`src/rtl/apwf_pkg.sv`:
```
// Shared types and constants for the all-phase window and fold block.
package apwf_pkg;

   // Frame of 2N samples; a power of two from 8 up to 1024 (POS_W is 9 bits).
   localparam int FRAME_LENGTH = 512 * 2;
   localparam int HALF_LEN     = FRAME_LENGTH / 2;
   localparam int CNT_W        = $clog2(FRAME_LENGTH);
   localparam int ADDR_W       = CNT_W - 1;
   localparam int STORE_DEPTH  = HALF_LEN - 1;

   localparam int SAMPLE_W     = 13;
   localparam int FOLD_W       = 22;
   localparam int POS_W        = 9;
   localparam int MUL_W        = SAMPLE_W + CNT_W + 1;

   localparam int REQ_DATA_W   = 32;
   localparam int RSP_DATA_W   = 56;

   // One sample pair on its way from the input register to the result register.
   typedef struct packed {
      logic signed [SAMPLE_W-1:0] volt;
      logic signed [SAMPLE_W-1:0] curr;
      logic [CNT_W-1:0]           weight;
      logic                       store;
      logic                       add;
      logic                       emit;
      logic [ADDR_W-1:0]          wr_addr;
      logic [POS_W-1:0]           pos;
      logic                       last;
   } stage_type;

   typedef struct packed {
      logic signed [FOLD_W-1:0] volt;
      logic signed [FOLD_W-1:0] curr;
   } pair_type;

endpackage

```
`src/rtl/apwf_ctrl.sv`:
```
// Sample counter, window weight and input register.
module apwf_ctrl
   import apwf_pkg::*;
(
   input  logic                  clock,
   input  logic                  reset,
   input  logic                  req_tvalid,
   output logic                  req_tready,
   input  logic [REQ_DATA_W-1:0] req_tdata,
   input  logic                  advance,
   output logic                  stage_valid,
   output stage_type             stage,
   output logic                  rd_en,
   output logic [ADDR_W-1:0]     rd_addr
);

   logic [CNT_W-1:0] count_ff, count_in;
   logic             valid_ff, valid_in;
   stage_type        stage_ff, stage_in;
   logic             accept;
   logic             frame_end;
   logic             first_half;
   logic [CNT_W-1:0] pos_full;

   assign req_tready = !valid_ff || advance;
   assign accept     = req_tvalid && req_tready;
   assign frame_end  = (count_ff == CNT_W'(FRAME_LENGTH - 1));
   assign first_half = (count_ff < CNT_W'(HALF_LEN));
   assign pos_full   = count_ff - CNT_W'(HALF_LEN - 1);

   // Second half reads the entry stored half a frame earlier; the dropped
   // last sample of the frame reads nothing.
   assign rd_en   = accept && !first_half && !frame_end;
   assign rd_addr = count_ff[ADDR_W-1:0];

   always_comb begin
      count_in = count_ff;
      if (accept) begin
         count_in = frame_end ? '0 : count_ff + CNT_W'(1);
      end
   end

   always_comb begin
      valid_in = valid_ff;
      if (accept) begin
         valid_in = !frame_end;
      end else if (advance) begin
         valid_in = 1'b0;
      end
   end

   always_comb begin
      stage_in.volt    = $signed(req_tdata[SAMPLE_W-1:0]);
      stage_in.curr    = $signed(req_tdata[2*SAMPLE_W-1:SAMPLE_W]);
      stage_in.weight  = first_half ? count_ff + CNT_W'(1)
                                    : CNT_W'(FRAME_LENGTH - 1) - count_ff;
      stage_in.store   = (count_ff < CNT_W'(HALF_LEN - 1));
      stage_in.add     = !first_half;
      stage_in.emit    = !stage_in.store;
      stage_in.wr_addr = count_ff[ADDR_W-1:0];
      stage_in.pos     = POS_W'(pos_full);
      stage_in.last    = (count_ff == CNT_W'(FRAME_LENGTH - 2));
   end

   always_ff @(posedge clock) begin
      if (reset) begin
         count_ff <= '0;
         valid_ff <= 1'b0;
      end else begin
         count_ff <= count_in;
         valid_ff <= valid_in;
      end
   end

   always_ff @(posedge clock) begin
      if (accept && !frame_end) begin
         stage_ff <= stage_in;
      end
   end

   assign stage_valid = valid_ff;
   assign stage       = stage_ff;

endmodule

```
`config.mk`:
```
export PLATFORM = sky130hd
export DESIGN_NAME = apwf_ctrl
export DESIGN_NICKNAME = d
export VERILOG_FILES = /design/src/rtl/apwf_pkg.sv /design/src/rtl/apwf_ctrl.sv
export SDC_FILE = /design/constraint.sdc
export NUM_CORES = 1
export LEC_CHECK = 0
export BUFFER_PORTS_ARGS = -buffer_cell sky130_fd_sc_hd__buf_2
export CAP_MARGIN = 30
export CORE_UTILIZATION = 43
export CTS_CLUSTER_DIAMETER = 40
export CTS_CLUSTER_SIZE = 8
export DETAILED_ROUTE_END_ITERATION = 16
export GPL_TIMING_DRIVEN = 0
export PLACE_DENSITY = 0.81
export RECOVER_POWER = 50
export SLEW_MARGIN = 20
export SYNTH_ARGS = -nofsm -noshare
export SYNTH_HDL_FRONTEND = slang
export SYNTH_SLANG_ARGS = --single-unit
```
`constraint.sdc`:
```
create_clock -name clock -period 3.5 [get_ports clock]
set_input_delay 0.35 -clock clock [delete_from_list [all_inputs] [get_ports clock]]
set_output_delay 0.35 -clock clock [all_outputs]
set_load 0.02 [all_outputs]
```
# Word level (Yosys, flattened, before mapping)
# Index checks and enable logic that the tools add are counted.
# Widths: inputs -> output; s select.
[classes]
add_sub_neg = 3
n_lt_le_gt_ge = 2
eq_ne = 2
n_mux = 4
reduce_logical = 10
[ops]
columns = ["operator", "count"]
rows = [
  ["$eq 10x10->1 const B", 2],
  ["$mux 10", 2],
  ["$add 10x1->10 const B", 1],
  ["$lt 10x10->1 const B", 1],
  ["$lt 10x9->1 const B", 1],
  ["$sub 10x10->10 const A", 1],
  ["$sub 9x9->9 const B", 1],
  ["$logic_and 1x1->1", 4],
  ["$logic_not 1->1", 4],
  ["$mux 1", 2],
  ["$reduce_bool 2->1", 1],
  ["$logic_or 1x1->1", 1],
]
[totals]
reg_bits = 69
in_bits = 36
wordCells = 32

# Depth between registers and ports, before layout
# Gate-level depths: netlist of run 1.
[depth]
ltp_word = 5
depth_mapped = 7
ltp_nobuf = 6

# Worst setup path before layout of run 1
# Ideal clock, no wire load.
[synth_timing]
path_type = "reg2reg"
from = "reg valid_ff, in the netlist stage_valid"
to = "reg stage_ff, in the netlist stage[0], enable pin"
arrival_time_ns = 3.564
path_slack_ns = -0.539
path_stages_with_launch = 5
n_path_buf = 1
period_less_slack_ns = 4.039
path_cell_list = "dfxtp_1 -> nand2b_1 -> clkbuf_1 -> nand2_1 -> nor2_1"
[synth_via]
elab_chain_cells = 4
[synth_lines]
columns = ["item", "line", "rtl"]
rows = [
  ["start, declared", "apwf_ctrl.sv:18", "logic valid_ff, valid_in;"],
  ["start signal, assigned", "apwf_ctrl.sv:71", "valid_ff <= valid_in;"],
  ["$logic_not 1->1", "apwf_ctrl.sv:25", "assign req_tready = !valid_ff || advance;"],
  ["$logic_or 1x1->1", "apwf_ctrl.sv:25", ""],
  ["net req_tready", "apwf_ctrl.sv:8", "output logic req_tready,"],
  ["$logic_and 1x1->1", "apwf_ctrl.sv:26", "assign accept = req_tvalid && req_tready;"],
  ["$logic_and 1x1->1", "apwf_ctrl.sv:76", "if (accept && !frame_end) begin"],
  ["end signal, assigned", "apwf_ctrl.sv:77", "stage_ff <= stage_in;"],
  ["end, declared", "apwf_ctrl.sv:19", "stage_type stage_ff, stage_in;"],
]
# The timed path passes the listed nets, and every way through them passes these cells.
# A chain may end at the register's enable or synchronous reset.

# Worst setup path in the final report of run 1
[layout_timing]
from = "reg count_ff[0]"
to = "out rd_en"
[layout_via]
elab_chain_cells = 4
elab_cells_between_ends = 6
[layout_lines]
columns = ["item", "line", "rtl"]
rows = [
  ["start, declared", "apwf_ctrl.sv:17", "logic [CNT_W-1:0] count_ff, count_in;"],
  ["start signal, assigned", "apwf_ctrl.sv:70", "count_ff <= count_in;"],
  ["$lt 10x10->1", "apwf_ctrl.sv:28", "assign first_half = (count_ff < CNT_W'(HALF_LEN));"],
  ["$logic_not 1->1", "apwf_ctrl.sv:33", "assign rd_en = accept && !first_half && !frame_end;"],
  ["$logic_and 1x1->1", "apwf_ctrl.sv:33", ""],
  ["$logic_and 1x1->1 (*)", "apwf_ctrl.sv:33", ""],
  ["end, declared", "apwf_ctrl.sv:13", "output logic rd_en,"],
]
# Every way passes the cells marked *; elsewhere a longest branch is shown, timed or not.

==> flow_summary.json, run 1 <==
{
  "status": "finished clean",
  "worstPathCellList": "ha_1 -> clkbuf_1 -> and4_4 -> nor3_1 -> buf_2",
  "combPwrFrac_pct": 9.0,
  "rr_endpoint": "stage[0]",
  "max_clock_freq_ghz": 0.425,
  "drv_slew": 0,
  "power_density_nw_per_um2": 491,
  "num-fill-cells": 531,
  "die_h_um": 80.1,
  "rsz0062_at_grt": "false",
  "synth-compound-area-share_pct": 3.38,
  "avgSynthCellArea_sq_um": 15.4,
  "finalClockSkew_ns": 0.00561,
  "synth_xor_area_share_pct": 6.01,
  "wirelength_mm": 5.27,
  "slew_headroom_pct": 62.5,
  "maxCapViolCount": 0,
  "slowest_delay_ns": 0.52,
  "pin_count": 106,
  "period_minus_slack_ns": 2.35,
  "vias": 1744,
  "dpl_cell_area_sq_um": 3250,
  "synth_simple_gate_area_share_pct": 8.63,
  "post_cts_buffers": 0,
  "synthCells": 170,
  "synthAdderAreaFrac_pct": 1.43,
  "synth_top_family_by_area": "simple AND/OR/NAND/NOR gates",
  "required_ns": 3.15,
  "worstPathMaxFanout": 10,
  "grt_pass1_vias": 1657,
  "arrival_ns": 2.00,
  "rrSetupSlack_ns": 1.37,
  "drive_above_1_share_pct": 24.5,
  "total_power_uw": 1640,
  "crit_path_start_kind": "flop",
  "p_sw_uw": 406,
  "syn2layout_area_growth_pct": 27.1,
  "design_area_sq_um": 3340,
  "cts.htree.levels": 3,
  "crit_path_end": "rd_en",
  "gp_congestion": 0.765,
  "worstHoldPathType": "input port to flop",
  "hold_depth": 1,
  "syn_area_sq_um": 2630,
  "ys_types": 32,
  "cts_sinks": 69,
  "syn_nets": 209,
  "clk_pin_slew_worst_paths_ns": 0.07,
  "ctsLongestPathBuffers": 2,
  "track_usage_pct": 16.9,
  "dp_hpwl_mm": 3.70,
  "p_clk_share_pct": 32.9,
  "synth-seq-area-share_pct": 74.7,
  "cp-startpoint": "count_ff[0]",
  "cts_tree": "yes",
  "ctsHoldBuffers": 0,
  "synth-seq-cells": 69,
  "core_sq_um": 5920,
  "seqPwrFrac_pct": 58.1,
  "setup_viol": 0,
  "fin_nets": 320,
  "die_w_um": 80.1,
  "r2r-start": "count_ff[0]",
  "clock_latency_ns": 0.34,
  "ant_nets": 0,
  "peakVddDrop_mv": 0.264,
  "antenna_cells": 0,
  "post_drt_wl_per_cell_um": 14.6,
  "die_area_sq_um": 6420,
  "fin_crit_sh_pct": 67.2,
  "numCtsBuffers": 9,
  "buffer_ports.inserted": 98,
  "grt_max_degree": 32,
  "firstDrtPassIters": 5,
  "intPower_uw": 1230,
  "drcViolationCount": 0,
  "worst_pin_slew_ns": 0.563,
  "clockRootBuffer": "clkbuf_8",
  "row_count": 28,
  "end_kind": "output port",
  "grt.overflow.total": 0,
  "ctsResizeCount": 0,
  "switching_share_pct": 24.7,
  "critPathSlowestCell": "dfxtp_1",
  "first_iter_violations": 91,
  "ys.warnings.count": 0,
  "start_util_pct": 44.3,
  "crit_type": "flop to output port",
  "r2r_cells": 5,
  "vias_per_cell": 4.83,
  "synth.area.mux_share_pct": 0.381,
  "power.leakage_uw": 0.00131,
  "antenna_found_initial": 0,
  "hold_viol": 0,
  "grt_pass1_wl_mm": 7.82
}
[flip-flops by register name, summed over array words and instances (netlist names)]
| register | flops |
|---|---|
| count_ff | 10 |
| stage | 58 |
| stage_valid | 1 |
[per-stage QoR]
step                worst slack (ns)  TNS [ns]  std cells  hold slack (ns)  utilization [%]
floorplan                      0.423         0        170            0.426                -
global placement              -0.129     -7.45        343            0.450             54.2
detailed placement              1.27         0        345            0.453             54.9
CTS                             1.11         0        361            0.166             57.6
global route                    1.01         0        361            0.164             56.4
finish                          1.15         0        361            0.182             56.4
[kinds of logic (layout without fill, tap and decap cells)]
kind of cell / after synthesis / in the layout
and+or+nand+nor: 42 / 42
DFF: 69 / 69
adders and majority gates: 3 / 3
buffers and inverters: 26 / 142
xor gates and xnor gates: 18 / 18
AOI/OAI and AO/OA: 11 / 11
muxes: 1 / 1
[synthesized netlist by cell type (all sizes together)]
master / number / share of area [%]
xnor2: 9 / 3.0
o2bb2ai: 1 / 0.33
ha: 3 / 1.4
nand3: 4 / 0.76
nor3: 2 / 0.38
buf: 16 / 4.0
inv: 6 / 0.86
and4: 3 / 1.1
a31oi: 1 / 0.24
a22o: 1 / 0.33
edfxtp: 58 / 66
and2b: 1 / 0.29
mux2i: 1 / 0.38
nor2: 15 / 2.2
a21oi: 3 / 0.57
xor2: 9 / 3.0
nor4: 1 / 0.24
nand2: 4 / 0.57
clkbuf: 4 / 0.57
nand2b: 1 / 0.24
dfxtp: 11 / 8.4
nor4b: 2 / 0.67
and3: 4 / 0.95
a32o: 2 / 0.76
a221o: 3 / 1.1
nand4: 2 / 0.48
nor2b: 1 / 0.24
and2: 2 / 0.48
[final cells by class]
type / instances / area, sq um / area share [%]
tap: 75 / 93.8 / 2.81
clock buffer: 12 / 135 / 4.05
timing repair buffer: 100 / 452 / 13.5
clock inverter: 4 / 25.0 / 0.750
multi-input combinational: 75 / 528 / 15.8
inverter: 6 / 22.5 / 0.675
sequential: 69 / 1960 / 58.8
buffer: 20 / 119 / 3.56
[layer usage]
metal  GRT usage (%)  wire (um)
met1            20.4       2210
met2            26.4       2430
met3            5.80        545
met4            9.64         89
met5               0          0
[power groups by stage]
stage / Combinational [uW] / Clock [uW] / Sequential (uW)
after detailed placement: 159 / 0 / 969
final: 148 / 540 / 952
after floorplan: 37.3 / 0 / 1020
after global routing: 159 / 588 / 957
after CTS: 160 / 553 / 952
after global placement: 148 / 0 / 971
[worst max-delay path, delay by kind of cell (launching register included)]
family | cells | cell delay [ns]
and+or+nand+nor | 2 | 0.39
adders and majority gates | 1 | 0.21
buffers and inverters | 2 | 0.54
DFF | 1 | 0.52
[how the worst min path moves through the flow]
| stage | start | to |
|---|---|---|
| after detailed placement | count_ff[2] | stage[12] |
| after global placement | count_ff[5] | stage[15] |
| after floorplan | count_ff[2] | stage[12] |
| after CTS | req_tdata[22] | stage[41] |
| final | req_tdata[22] | stage[41] |
| after global routing | req_tdata[22] | stage[41] |
[cell usage in the layout, fill, tap and decap left out, types with 6 or more instances in the layout]
master,netlist,routed
buf_2,3,41
buf_4,11,11
clkbuf_1,4,67
clkbuf_8,0,9
dfxtp_1,11,11
edfxtp_1,58,58
inv_1,6,6
nor2_1,14,13
xnor2_1,9,9
xor2_1,9,9
Power figures use the tool's default switching activity.
==> run 2, diff against run 1 <==
Settings changed: ABC_AREA set to 1, CORE_UTILIZATION 43 to 47, PLACE_DENSITY 0.81 to 0.85.
Clock period 3.5 ns to 2.2 ns, I/O delays scaled along.
==> run 2 against run 1 <==
  * Area after synthesis decreased by 3.2%
  * Sequential power increased by 60%
  * Global-route usage increased by 0.16 points
  * Design area decreased by 0.79%
  * Via count decreased by 2.0%
  * Count of clock-buffer cells in the layout decreased by 2
  * First-iteration DRC count increased by 9.9%
  * Setup slack got worse by 1.1 ns
  * Utilization increased by 8.1 points
  * Final cell count increased by 3.3%
  * Synthesized cell count increased by 9.4%
  * Register-to-register slack got worse by 0.82 ns
  * Critical path type unchanged
  * Largest power group unchanged
==> flow_summary.json, run 2 <==
{
  "status": "finished clean",
  "antenna_cells": 0,
  "ctsHoldBuffers": 0,
  "synth.area.mux_share_pct": 0,
  "hold_depth": 1,
  "synth-main-ff-cell": "edfxtp_1",
  "fin_crit_sh_pct": 96.3,
  "synth_top_area_share_pct": 68.6,
  "arrival_ns": 1.90,
  "drive_above_1_share_pct": 25.7,
  "worstHoldPathType": "input port to flop",
  "final_cell_mix": "clkbuf_1, edfxtp_1, buf_2",
  "syn2layout_area_growth_pct": 30.3,
  "period_minus_slack_ns": 2.12,
  "grt_pass1_wl_mm": 6.82,
  "synth-seq-area-share_pct": 77.2,
  "r2r-start": "count_ff[2]",
  "grt_max_degree": 64,
  "synthCells": 186,
  "ys_types": 24,
  "grt_pass1_vias": 1510,
  "largest_register_ffs": 58,
  "row_count": 26,
  "worstPathCellList": "ha_2 -> inv_1 -> nor2_2 -> nand3_1 -> nand2_4 -> inv_12 -> nand2_1 -> inv_1 -> buf_2",
  "end_kind": "output port",
  "async_reset_ff_share_pct": 0,
  "synth-seq-cells": 69,
  "critPathSlowestCell": "dfxtp_2",
  "cts.htree.levels": 3,
  "clockRootBuffer": "clkbuf_8",
  "wirelength_mm": 4.78,
  "antenna_found_initial": 0,
  "die_w_um": 75.5,
  "start_util_pct": 49.4,
  "clock_latency_ns": 0.33,
  "dp_hpwl_mm": 3.29,
  "yosysTopAreaCell": "edfxtp_1",
  "instances_no_fill": 373,
  "grt.overflow.total": 0,
  "synthAdderAreaFrac_pct": 1.48,
  "ctsLongestPathBuffers": 2,
  "synth_xor_area_share_pct": 1.03,
  "slowest_delay_ns": 0.38,
  "worstPathMaxFanout": 63,
  "min_to": "stage[34]",
  "hold_viol": 0,
  "yosysMostFrequentCell": "edfxtp_1",
  "cts_tree": "yes",
  "maxCapViolCount": 0,
  "avgSynthCellArea_sq_um": 13.7,
  "synth-compound-area-share_pct": 4.58,
  "rrSetupSlack_ns": 0.55,
  "ant_nets": 0,
  "tns_ns": 0,
  "cts_sinks": 69,
  "required_ns": 1.98,
  "fin_nets": 337,
  "drv_slew": 0,
  "clk_pin_slew_worst_paths_ns": 0.07,
  "slew_headroom_pct": 67.6,
  "gp_congestion": 0.790,
  "r2r_cells": 8,
  "final_common_cell": "clkbuf_1",
  "numCtsBuffers": 9,
  "hp-start": "req_tdata[15]",
  "peakVddDrop_mv": 0.386,
  "first_iter_violations": 100,
  "pin_count": 106,
  "place_inst": 355,
  "synth_simple_gate_area_share_pct": 9.41,
  "finalClockSkew_ns": 0.00878,
  "post_drt_wl_per_cell_um": 12.8,
  "ys.warnings.count": 0,
  "worst_pin_slew_ns": 0.486,
  "max_clock_freq_ghz": 0.472,
  "crit_path_start_kind": "flop",
  "synth_top_family_by_area": "simple AND/OR/NAND/NOR gates",
  "critical_path.most_common_cell": "inv_1",
  "fin_util_pct": 64.4,
  "track_usage_pct": 17.1,
  "synth_edf_count": 58,
  "setup_viol": 0,
  "crit_type": "flop to output port",
  "yosys-top-cells-count": "edfxtp_1, nand2_1, inv_1, a21oi_1, dfxtp_1",
  "power.leakage_uw": 0.00132,
  "rr_endpoint": "count_ff[9]",
  "firstDrtPassIters": 4,
  "core_sq_um": 5140,
  "buffer_ports.inserted": 99,
  "syn_area_sq_um": 2540,
  "power_density_nw_per_um2": 863,
  "total_power_uw": 2860,
  "syn_nets": 225,
  "die_h_um": 75.5,
  "die_area_sq_um": 5700,
  "vias": 1709,
  "drcViolationCount": 0,
  "synth_area_leaders": "edfxtp_1, dfxtp_1, nand2_1",
  "vias_per_cell": 4.58
}
==> run 2: metal layers <==
layer | part of all wire (%) | global-route usage (%) | vias up | wire length (um)
li1 | - | - | 851 | -
met1 | 40 | 18.1 | 771 | 1920
met2 | 48 | 29.6 | 80 | 2270
met3 | 11 | 7.14 | 7 | 516
met4 | 1.5 | 8.02 | 0 | 71
met5 | 0 | 0 | - | 0
==> run 2: report_power, final <==
group | internal [uW] | total, uW | switching [uW]
Clock | 638 | 1090 | 456
Combinational | 68.4 | 244 | 175
Sequential | 1500 | 1520 | 22.7
==> run 2: timing repair <==
| action | in CTS | in global routing |
|---|---|---|
| resized for setup | 7 | 5 |
| pin swaps | 0 | 1 |
| endpoints found under the setup margin | 1 | 1 |
| buffers inserted | 0 | 2 |
==> run 2: layout make-up <==
cell class	count	area, sq um
flip-flops and latches	69	1970
fillers	422	1830
repair buffers	101	438
multi-input cells	86	429
clock buffers	10	128
clock inverters	6	87.6
plain buffers	12	87.6
well taps	70	87.6
inverters	19	83.8
==> run 2: critical path, delay by kind of cell, from the launching register on <==
family        cells  cell delay (ns)
fa+ha+maj         1             0.21
simple gates      4             0.58
buf+inv           4             0.35
flops             1             0.38
==> run 2: per-stage QoR <==
stage | instance area [sq um] | hold slack [ns] | setup WS [ns]
after floorplan | 2540 | 0.319 | 0.0802
after global placement | 3120 | 0.396 | -0.205
after detailed placement | 3130 | 0.398 | 0.0857
after CTS | 3360 | 0.0433 | 0.0218
after global routing | 3310 | 0.0394 | -0.0130
final | 3310 | 0.0566 | 0.0810
==> run 2: worst max-delay path by stage <==
stage | from | end | cells after the start
after CTS | count_ff[0] | rd_en | 9
after detailed placement | count_ff[1] | rd_en | 9
after global placement | count_ff[1] | rd_en | 9
after global routing | count_ff[4] | rd_en | 8
final | count_ff[0] | rd_en | 9
after floorplan | stage_valid | rd_en | 7
==> run 2: kinds of logic after synthesis <==
family / count (synthesis)
AO/OA/AOI/OAI: 22
XOR/XNOR: 3
flip-flops: 69
buffers and inverters: 31
adder cells (fa/ha/maj): 3
AND/OR/NAND/NOR: 58
