File: src/rtl/apwf_pkg.sv
// Shared types and constants for the all-phase window and fold block.
package apwf_pkg;

   // Frame of 2N samples; a power of two from 8 up to 1024 (POS_W is 9 bits).
   localparam int FRAME_LENGTH = 512 * 2;
   localparam int HALF_LEN     = FRAME_LENGTH / 2;
   localparam int CNT_W        = $clog2(FRAME_LENGTH);
   localparam int ADDR_W       = CNT_W - 1;
   localparam int STORE_DEPTH  = HALF_LEN - 1;

   localparam int SAMPLE_W     = 13;
   localparam int FOLD_W       = 22;
   localparam int POS_W        = 9;
   localparam int MUL_W        = SAMPLE_W + CNT_W + 1;

   localparam int REQ_DATA_W   = 32;
   localparam int RSP_DATA_W   = 56;

   // One sample pair on its way from the input register to the result register.
   typedef struct packed {
      logic signed [SAMPLE_W-1:0] volt;
      logic signed [SAMPLE_W-1:0] curr;
      logic [CNT_W-1:0]           weight;
      logic                       store;
      logic                       add;
      logic                       emit;
      logic [ADDR_W-1:0]          wr_addr;
      logic [POS_W-1:0]           pos;
      logic                       last;
   } stage_type;

   typedef struct packed {
      logic signed [FOLD_W-1:0] volt;
      logic signed [FOLD_W-1:0] curr;
   } pair_type;

endpackage

File: src/rtl/apwf_fold.sv
// Window multiply, fold add and result register.
module apwf_fold
   import apwf_pkg::*;
(
   input  logic                  clock,
   input  logic                  reset,
   input  logic                  stage_valid,
   input  stage_type             stage,
   input  pair_type              rd_data,
   output pair_type              weighted,
   output logic                  advance,
   output logic                  rsp_tvalid,
   input  logic                  rsp_tready,
   output logic [RSP_DATA_W-1:0] rsp_tdata,
   output logic                  rsp_tlast
);

   logic signed [MUL_W-1:0] volt_prod;
   logic signed [MUL_W-1:0] curr_prod;
   pair_type                sum;
   logic                    out_valid_ff, out_valid_in;
   pair_type                out_pair_ff;
   logic [POS_W-1:0]        out_pos_ff;
   logic                    out_last_ff;
   logic                    load;

   assign volt_prod = MUL_W'(stage.volt) * MUL_W'($signed({1'b0, stage.weight}));
   assign curr_prod = MUL_W'(stage.curr) * MUL_W'($signed({1'b0, stage.weight}));

   // Wrap to the result width; the fold add wraps the same way.
   assign weighted.volt = FOLD_W'(volt_prod);
   assign weighted.curr = FOLD_W'(curr_prod);

   assign sum.volt = weighted.volt + (stage.add ? rd_data.volt : FOLD_W'(0));
   assign sum.curr = weighted.curr + (stage.add ? rd_data.curr : FOLD_W'(0));

   assign advance = !out_valid_ff || rsp_tready;
   assign load    = advance && stage_valid && stage.emit;

   always_comb begin
      out_valid_in = out_valid_ff;
      if (advance) begin
         out_valid_in = stage_valid && stage.emit;
      end
   end

   always_ff @(posedge clock) begin
      if (reset) begin
         out_valid_ff <= 1'b0;
      end else begin
         out_valid_ff <= out_valid_in;
      end
   end

   always_ff @(posedge clock) begin
      if (load) begin
         out_pair_ff <= sum;
         out_pos_ff  <= stage.pos;
         out_last_ff <= stage.last;
      end
   end

   assign rsp_tvalid = out_valid_ff;
   assign rsp_tlast  = out_last_ff;
   assign rsp_tdata  = RSP_DATA_W'({out_pos_ff, out_pair_ff.curr, out_pair_ff.volt});

endmodule

File: config.mk
export PLATFORM = sky130hd
export DESIGN_NAME = apwf_fold
export DESIGN_NICKNAME = d
export VERILOG_FILES = /design/src/rtl/apwf_pkg.sv /design/src/rtl/apwf_fold.sv
export SDC_FILE = /design/constraint.sdc
export NUM_CORES = 1
export LEC_CHECK = 0
export ABC_AREA = 1
export BUFFER_PORTS_ARGS = -buffer_cell sky130_fd_sc_hd__buf_2
export CAP_MARGIN = 40
export CELL_PAD_IN_SITES_DETAIL_PLACEMENT = 0
export CELL_PAD_IN_SITES_GLOBAL_PLACEMENT = 2
export CORE_UTILIZATION = 31
export CTS_CLUSTER_DIAMETER = 40
export DETAILED_ROUTE_END_ITERATION = 6
export HOLD_SLACK_MARGIN = 0.05
export MAX_ROUTING_LAYER = met4
export PLACE_DENSITY = 0.83
export RECOVER_POWER = 25
export SLEW_MARGIN = 10
export SYNTH_ARGS = -nofsm -noshare
export SYNTH_HDL_FRONTEND = slang
export SYNTH_SLANG_ARGS = --single-unit
File: constraint.sdc
create_clock -name clock -period 7.2 [get_ports clock]
set_input_delay 1.44 -clock clock [delete_from_list [all_inputs] [get_ports clock]]
set_output_delay 1.44 -clock clock [all_outputs]
set_load 0.02 [all_outputs]
# After elaboration in Yosys (flattened, before gate mapping)
# Cells that the tools add are included.
dict set report classes {
  n_addsub 2
  mul 2
  n_mux 2
  n_reduce_logical 5
}
# operator count
set op_table {}
lappend op_table {{$add 22x22->22} 2}
lappend op_table {{$mul 13x11->22} 2}
lappend op_table {{$mux 22} 2}
lappend op_table {{$logic_and 1x1->1} 3}
lappend op_table {{$logic_not 1->1} 1}
lappend op_table {{$logic_or 1x1->1} 1}
dict set report word_totals {
  register_bits 55
  out_inout_bits 103
  word_cells 16
}

# Longest topological paths before layout
# Gate-level depths: netlist (run 1).
dict set report logic_depth {
  depth_word 4
  depth_mapped 35
}

# Worst setup path after synthesis (run 1)
# No wires, ideal clock.
dict set report synth_timing {
  kind {input to output}
  start {input stage[24] (netlist name)}
  end {output weighted[16] (netlist name)}
  arrival_time_ps 6090
  required_time_ps 5760
  slack_ps -330
  stages 20
  path_buffers 2
  path_cell_list {clkbuf_1 > clkbuf_1 > nand2_1 > fa_1 > inv_1 > fa_1 > inv_1 > fa_1 > inv_1 > fa_1 > inv_1 > fa_1 > inv_1 > ha_1 > a21o_1 > a21oi_1 > inv_1 > a21oi_1 > o21ai_0 > xor2_1}
}
# item line
set synth_lines {}
lappend synth_lines {{from (decl)} apwf_fold.sv:8} ;# input stage_type stage,
lappend synth_lines {{to (decl)} apwf_fold.sv:10} ;# output pair_type weighted,

==> run_results.csv, run 1 <==
group,metric,value,unit
run_status,status,"complete, but fails checks",
run_status,violations,"setup timing",
layout,antenna_cells,0,
layout,fillers,4937,
floorplan,rows,80,
drt,via_per_inst,4.41,
drt,wire_per_inst,13.7,µm
worst_setup_path,crit_type,"input port to output port",
floorplan,dieHeight,221,µm
clock_network,ctsHoldBuffers,0,
flow_run,drv_cap,0,
floorplan,start_util,31.3,%
worst_setup_path,critical_path_required,5.76,ns
placement,place.gp.congestion,0.855,
drt,num_vias,13800,
worst_setup_path,worst_ep_arrival_time,5.77,ns
yosys,ys_types,40,
drt,final_antenna_net_count,0,
global_route,grt_max_degree,55,
global_route,gr-total-overflow,0,
global_route,busiest_layer,"met2",
drt,drt_pre_antenna_iters,5,
hold_path,worstHoldPathCells,4,
worst_setup_path,reg2regPathDepth,4,
drt,routed_wl,42.8,mm
clock_network,cts_inserted_buffers,5,
yosys,yosys.area.top_type,"fa_1",
yosys,synth_flop_cell,"edfxtp_1",
clock_network,cts_root_buf,"clkbuf_16",
yosys,synth_top_area_share,30.6,%
yosys,yosys_warnings,0,
clock_network,clk-insertion-delay-late,0.31,ns
yosys,synth.area.top_cells,"fa_1, inv_1, nand2_1, ha_1, edfxtp_1",
yosys,synthArstFlopShare,0,%
layout,final_cells,3121,
clock_network,cts.sinks,55,
worst_setup_path,start_kind,"input port",
placement,place_inst,3062,
yosys,synth_edf_count,54,
clock_network,cts_htree_levels,2,
timing,drv_slew,0,
yosys,netlist_area,14900,µm²
timing,final.setup_skew,0.00564,ns
global_route,grt_antenna_before_repair,0,
global_route,met1_usage,26.2,%
timing,min_period,7.21,ns
floorplan,core_area,47600,µm²
global_route,grtUsageMet2,28.9,%
global_route,grt_pass1_vias,14200,
yosys,avgSynthCellArea,7.29,µm²
timing,fmax,139,MHz
timing,setup_violations,1,
placement,io_buffers,195,
timing,relSlewSlack,42.2,%
worst_setup_path,cp-end-kind,"output port",
timing,hold_viol_final,0,
timing,hold_ws,0.582,ns
clock_network,clockBufferDepth,2,
timing,grt_setup_unrepaired,"yes",
layout,drive_above_1_share,31.0,%
worst_setup_path,reg2reg_slack,5.75,ns
yosys,yosysSeqAreaShare,11.0,%
timing,worstMarginPinSlew,0.866,ns
placement,dp_hpwl,35.9,mm
global_route,grt_usage,18.2,%
drt,drt_iter0_drc,637,
yosys,synthTopCellsByCount,"inv_1, nand2_1, fa_1, ha_1, nor2_1",
layout,postLayoutCoreUtil,43.7,%
yosys,synth_cells,2048,
yosys,synth_seq_cells,55,
global_route,grt_pass1_wl,70.8,mm
floorplan,die_w,221,µm
clock_network,clk_pin_slew,0.08,ns
floorplan,io_pins,209,
layout,nets,2981,
hold_path,worstHoldPathType,"flop to flop",
worst_setup_path,cp_max_fo,4,
layout,synthToLayoutAreaGrowth,39.5,%
floorplan,die_area,49000,µm²
timing,fin_crit_sh,100,%
drt,drc,0,
timing,fin_setup_tns,-0.00585,ns
timing,fin_ws,-0.00585,ns
clock_network,cts_tree,"built",
global_route,use_met3,1.23,%
[logic make-up (layout without fill, tap and decap cells)]
kind of cell,Yosys count,count (layout),share of synthesized area [%]
AOI/OAI and AO/OA,144,144,5.31
xor gates and xnor gates,65,65,3.81
and+or+nand+nor,772,772,21.0
DFF,55,55,11.0
adders and majority gates,370,370,42.5
other,1,3,0.0251
buffers and inverters,641,1097,16.4
[flip-flops by register name (all words and copies together), names as in the netlist]
signal,flops
rsp_tdata,44
out_pos_ff,9
rsp_tlast,1
rsp_tvalid,1
[final timing paths]
kind              startpoint       endpoint
setup / recovery   stage[26]   weighted[16]
hold / removal    rsp_tvalid     rsp_tvalid
setup reg to reg  rsp_tvalid  rsp_tdata[19]
hold reg to reg   rsp_tvalid     rsp_tvalid
[worst max-delay path: stages]
cell,delay [ns]
buf_12,0.10
buf_8,0.12
nand2_4,0.05
fa_1,0.52
inv_1,0.05
fa_1,0.47
inv_1,0.04
fa_1,0.49
inv_2,0.04
fa_1,0.51
inv_2,0.04
fa_1,0.51
inv_2,0.05
ha_4,0.25
a21o_1,0.22
a21oi_4,0.20
inv_2,0.05
a21oi_2,0.14
o21ai_2,0.08
xor2_2,0.23
buf_6,0.15
[layout by cell type, fill, tap and decap left out, drive strengths merged, types with 2 or more instances in the layout]
master	instances
nand4	19
o31ai	2
and2	5
fa	228
xnor2	17
a31oi	7
xor2	48
ha	142
nand3b	5
nor2	82
o21ai	34
nand2	584
nor4	3
a21o	4
inv	577
conb	3
a21boi	2
nor3	6
edfxtp	54
buf	461
a21oi	80
o21bai	11
clkbuf	55
nand3	66
[layout make-up]
cell class              count  area, µm²  area share, %
multi-input cells        1354      12200           58.7
repair buffers            512       3860           18.5
inverters                 577       2170           10.4
flip-flops and latches     55       1640           7.88
well taps                 615        769           3.69
clock buffers               5        125          0.600
clock inverters             3       46.3          0.222
[stage by stage]
stage | setup slack, ns | instance area [µm²]
2_1_floorplan | 0.00386 | 15100
3_3_place_gp | -0.382 | 18600
3_5_place_dp | -0.408 | 18600
4_1_cts | -0.105 | 19800
5_1_grt | -0.189 | 20800
6_report | -0.00585 | 20800
[metal layers]
metal / part of all wire [%] / vias up
met5: 0 / -
met4: 0.71 / 0
met3: 3.2 / 13
met2: 45 / 227
met1: 51 / 6612
li1: - / 6921
[what timing repair did]
action / in CTS / in global routing
pin swaps: 67 / 155
gates cloned: 4 / 1
gates resized for setup: 158 / 271
endpoints found under the setup margin: 31 / 37
buffers inserted: 21 / 26
Power of run 1 is not shown: default switching activity piles up to over one toggle a cycle in this logic, so the estimate is an artifact.
==> run 2, diff against run 1 <==
--- a/config.mk
+++ b/config.mk
@@ -16,7 +16,7 @@
 export HOLD_SLACK_MARGIN = 0.05
 export MAX_ROUTING_LAYER = met4
 export PLACE_DENSITY = 0.83
-export RECOVER_POWER = 25
+export REMOVE_ABC_BUFFERS = 1
 export SLEW_MARGIN = 10
 export SYNTH_ARGS = -nofsm -noshare
 export SYNTH_HDL_FRONTEND = slang
==> run_results.csv, run 2 (synthesis results as in run 1) <==
group,metric,value,unit
drt,final_antenna_net_count,0,
layout,nets,2962,
timing,worstMarginPinSlew,0.778,ns
layout,synthToLayoutAreaGrowth,38.9,%
flow_run,drv_cap,0,
worst_setup_path,worst_ep_arrival_time,5.83,ns
timing,fin_crit_sh,101,%
layout,fillers,4837,
timing,final.setup_skew,0.0137,ns
worst_setup_path,crit_type,"input port to output port",
floorplan,start_util,31.3,%
worst_setup_path,critPathMaxStageDelay,0.53,ns
global_route,grt_antenna_before_repair,1,
timing,setup_violations,10,
layout,layout_common_cells,"inv_1, nand2_1, buf_4",
timing,fin_ws,-0.0734,ns
global_route,grt_pass1_vias,14300,
timing,fmax,137,MHz
floorplan,die_w,221,µm
global_route,grt_max_degree,55,
worst_setup_path,reg2reg_slack,5.70,ns
floorplan,die_area,49000,µm²
floorplan,io_pins,209,
layout,multi_input_area,12300,µm²
layout,regArea,1640,µm²
hold_path,worstHoldPathCells,4,
timing,relSlewSlack,48.2,%
clock_network,clk_pin_slew,0.08,ns
drt,drt_iter0_drc,604,
clock_network,cts_root_buf,"clkbuf_16",
drt,drt_pre_antenna_iters,5,
clock_network,cts_htree_levels,2,
global_route,use_met3,1.31,%
floorplan,rows,80,
worst_setup_path,start_kind,"input port",
worst_setup_path,cp_max_fo,5,
drt,wire_per_inst,14.0,µm
placement,place.gp.congestion,0.891,
worst_setup_path,crit_chain,"buf_12 > buf_12 > buf_12 > buf_8 > nand2_1 > fa_1 > inv_1 > fa_1 > fa_1 > fa_1 > inv_1 > fa_1 > inv_2 > ha_4 > nand2_1 > nand2_2 > a31oi_1 > nand3_4 > a21oi_2 > xor2_2 > buf_4",
clock_network,cts_tree,"built",
global_route,grt_pass1_wl,72.4,mm
drt,drc,0,
timing,grt_setup_unrepaired,"yes",
hold_path,hold_end,"rsp_tvalid",
drt,via_per_inst,4.44,
drt,routed_wl,43.5,mm
clock_network,cts.sinks,55,
placement,pre_cts_slack,-0.427,ns
floorplan,dieHeight,221,µm
clock_network,cts_inserted_buffers,5,
placement,dp_hpwl,36.3,mm
worst_setup_path,cp_slowest_cell,"fa_1",
hold_path,worstHoldPathType,"flop to flop",
global_route,grtUsageMet2,29.2,%
run_status,status,"complete, but fails checks",
layout,final_common_cell,"inv_1",
worst_setup_path,cp_top_family,"adder cells",
worst_setup_path,critical_path_required,5.76,ns
global_route,met1_usage,27.4,%
worst_setup_path,crit_buf_inv,8,
timing,hold_viol_final,0,
global_route,gr-total-overflow,0,
global_route,grt_usage,18.9,%
layout,largest_register_ffs,44,
hold_path,hold_start,"rsp_tvalid",
placement,io_buffers,195,
timing,min_period,7.27,ns
clock_network,clk-insertion-delay-late,0.32,ns
worst_setup_path,cpMostUsedCell,"fa_1",
drt,num_vias,13800,
worst_setup_path,cp-end-kind,"output port",
layout,drive_above_1_share,30.9,%
global_route,busiest_layer,"met2",
run_status,violations,"setup timing",
worst_setup_path,reg2reg_to,"rsp_tdata[7]",
timing,drv_slew,0,
clock_network,ctsHoldBuffers,0,
worst_setup_path,rr_startpoint,"rsp_tvalid",
clock_network,clockBufferDepth,2,
floorplan,core_area,47600,µm²
worst_setup_path,reg2regPathDepth,4,
## run 2: worst max path at each step
| stage | cells after the start | to | from |
|---|---|---|---|
| global placement | 30 | rsp_tdata[39] | stage[27] |
| detailed placement | 27 | rsp_tdata[39] | stage[29] |
| finish | 21 | weighted[41] | stage[25] |
| CTS | 20 | weighted[20] | stage[24] |
| global route | 25 | weighted[43] | stage[25] |
| floorplan | 17 | weighted[20] | stage[44] |
## run 2: tightest hold or removal path, cell delays in order, from the launching register on
cell and delay (ns):
dfxtp_1 0.31, inv_1 0.04, nor2_1 0.06, inv_1 0.07, a21oi_1 0.06
## run 2: layout make-up
class                           instances  area share [%]
Tap cell                              615            3.71
Timing Repair Buffer                  493            18.0
Clock inverter                          3          0.0965
Inverter                              577            10.4
Multi-Input combinational cell       1354            59.2
Clock buffer                            5           0.603
Sequential cell                        55            7.91
Antenna cell                            1          0.0121
## run 2: what timing repair did
action	CTS	global route
setup buffers	19	9
pin swaps	104	92
endpoints found under the setup margin	33	39
resized for setup	245	169
cloned	2	0
## run 2: per-stage QoR
stage / cell area (µm²) / instances / setup TNS (ns) / hold slack, ns / utilization (%)
final: 20700 / 3103 / -0.338 / 0.580 / 43.5
after global routing: 20700 / 3103 / -3.66 / 0.617 / 43.5
after CTS: 20000 / 3093 / -0.968 / 0.588 / 42.0
after detailed placement: 18600 / 3064 / -13.24 / 0.579 / 38.9
after global placement: 18500 / 3063 / -11.75 / 0.550 / 38.9
after floorplan: 14700 / 1986 / 0 / 0.745 / -
## run 2: layer usage
metal	vias to the layer above	part of all wire, %
met1	6598	51
met2	264	44
met3	24	3.6
met5	-	0
met4	0	1.1
li1	6877	-
Power of run 2 is left out for the same reason.
==> run 3, diff against run 2 <==
--- a/config.mk
+++ b/config.mk
@@ -10,6 +10,7 @@
 export CAP_MARGIN = 40
 export CELL_PAD_IN_SITES_DETAIL_PLACEMENT = 0
 export CELL_PAD_IN_SITES_GLOBAL_PLACEMENT = 2
+export CORE_ASPECT_RATIO = 0.6
 export CORE_UTILIZATION = 31
 export CTS_CLUSTER_DIAMETER = 40
 export DETAILED_ROUTE_END_ITERATION = 6
==> run_results.csv, run 3 (synthesis results as in run 1) <==
group,metric,value,unit
run_status,status,"complete, but fails checks",
run_status,violations,"setup timing",
layout,design_area,20800,µm²
worst_setup_path,crit_chain,"buf_12 > buf_12 > nand2_8 > fa_2 > inv_4 > fa_1 > inv_1 > fa_1 > fa_1 > fa_1 > inv_2 > ha_4 > nand4_1 > inv_1 > nand2_1 > nor2_1 > nand2_1 > inv_1 > nor2_2 > nand3_2 > nand2_2 > buf_6",
drt,wire_per_inst,14.6,µm
worst_setup_path,cp_slowest_cell,"fa_2",
placement,dp_hpwl,37.7,mm
global_route,grt_pass1_wl,72.2,mm
timing,hold_viol_final,0,
clock_network,clockBufferDepth,2,
global_route,grt_antenna_before_repair,0,
layout,largest_register_ffs,44,
clock_network,cts.sinks,55,
placement,pre_cts_slack,-0.519,ns
clock_network,cts_tree,"built",
worst_setup_path,crit_type,"input port to output port",
layout,final_common_cell,"inv_1",
floorplan,core_area,46900,µm²
global_route,grt_max_degree,55,
worst_setup_path,cp_max_fo,6,
worst_setup_path,cpMostUsedCell,"fa_1",
worst_setup_path,critical_path_required,5.76,ns
clock_network,cts_inserted_buffers,5,
clock_network,cts_root_buf,"clkbuf_16",
flow_run,drv_cap,0,
drt,via_per_inst,4.39,
layout,layout_common_cells,"inv_1, nand2_1, buf_4",
worst_setup_path,cp-end-kind,"output port",
floorplan,start_util,31.8,%
worst_setup_path,start_kind,"input port",
timing,fin_ws,-0.0840,ns
drt,drt_iter0_drc,722,
timing,worstMarginPinSlew,0.832,ns
global_route,gr-total-overflow,0,
drt,num_vias,13700,
worst_setup_path,critPathMaxStageDelay,0.63,ns
floorplan,io_pins,209,
hold_path,worstHoldPathType,"flop to flop",
layout,synthToLayoutAreaGrowth,39.3,%
clock_network,clk-insertion-delay-late,0.32,ns
timing,setup_violations,4,
clock_network,ctsHoldBuffers,0,
floorplan,dieHeight,172,µm
layout,antenna_cells,0,
layout,fillers,4708,
layout,multi_input_area,12200,µm²
drt,drt_pre_antenna_iters,7,
floorplan,die_area,49100,µm²
timing,fmax,137,MHz
global_route,grt_pass1_vias,14000,
clock_network,clk_pin_slew,0.08,ns
timing,grt_setup_unrepaired,"yes",
placement,place.gp.congestion,0.904,
clock_network,cts_htree_levels,2,
timing,fin_crit_sh,101,%
timing,final.setup_skew,0.0114,ns
layout,nets,2971,
layout,drive_above_1_share,31.4,%
global_route,grt_usage,19.0,%
floorplan,die_w,285,µm
drt,final_antenna_net_count,0,
placement,io_buffers,195,
worst_setup_path,worst_ep_arrival_time,5.84,ns
drt,routed_wl,45.7,mm
placement,post_dp_cell_area,18400,µm²
drt,drc,0,
layout,regArea,1640,µm²
timing,drv_slew,0,
timing,relSlewSlack,44.5,%
timing,min_period,7.28,ns
floorplan,rows,61,
-- run 3: cell types whose count changed in the layout (fill, tap and decap cells not counted), moves of 4 or more --
| cell | before | now |
|---|---|---|
| buf_2 | 156 | 152 |
| buf_16 | 1 | 5 |
| buf_12 | 15 | 11 |
| inv_2 | 34 | 45 |
| nand2_1 | 509 | 503 |
| a21oi_2 | 19 | 15 |
| fa_2 | 13 | 18 |
| inv_1 | 542 | 530 |
| fa_1 | 215 | 210 |
| buf_4 | 274 | 287 |
| a21oi_1 | 50 | 55 |
-- run 3: metrics by stage --
step / utilization [%] / hold WS (ns) / TNS, ns / std cells
floorplan: - / 0.745 / 0 / 1986
global placement: 39.1 / 0.546 / -14.01 / 3064
detailed placement: 39.1 / 0.576 / -15.73 / 3064
CTS: 42.1 / 0.589 / -0.243 / 3107
global route: 44.3 / 0.665 / -2.43 / 3126
finish: 44.3 / 0.602 / -0.172 / 3126
-- run 3: final cells by class --
type,count,share of cell area [%]
timing repair buffer,502,18.5
sequential,55,7.89
clock inverter,3,0.132
multi-input combinational,1354,58.6
tap,630,3.79
clock buffer,5,0.602
inverter,577,10.4
-- run 3: routing by layer --
| metal | global-route usage, % | up-vias | part of all wire (%) |
|---|---|---|---|
| met3 | 2.28 | 19 | 3.9 |
| li1 | - | 6896 | - |
| met2 | 29.5 | 233 | 45 |
| met5 | - | - | 0 |
| met4 | 1.28 | 0 | 0.43 |
| met1 | 27.5 | 6572 | 51 |
-- run 3: worst paths after layout --
kind / start / slack [ns] / depth (start not counted) / end
setup / recovery: stage[24] / -0.08 / 22 / weighted[43]
hold / removal: rsp_tvalid / 0.60 / 4 / rsp_tvalid
setup reg to reg: rsp_tvalid / 5.70 / 4 / rsp_tdata[43]
hold reg to reg: rsp_tvalid / 0.60 / 4 / rsp_tvalid
-- run 3: critical path, delay by kind of cell --
| kind | cells | cell delay [ns] |
|---|---|---|
| fa+ha+maj | 6 | 2.95 |
| simple gates | 8 | 0.73 |
| buf+inv | 8 | 0.70 |
-- run 3: what timing repair did --
action / CTS / global route
gates resized for setup: 210 / 222
setup endpoints to repair: 37 / 41
buffers inserted: 31 / 21
pin swaps: 92 / 129
endpoints found under the hold margin: 0 / 0
gates cloned: 4 / 1
Power of run 3 is left out for the same reason.
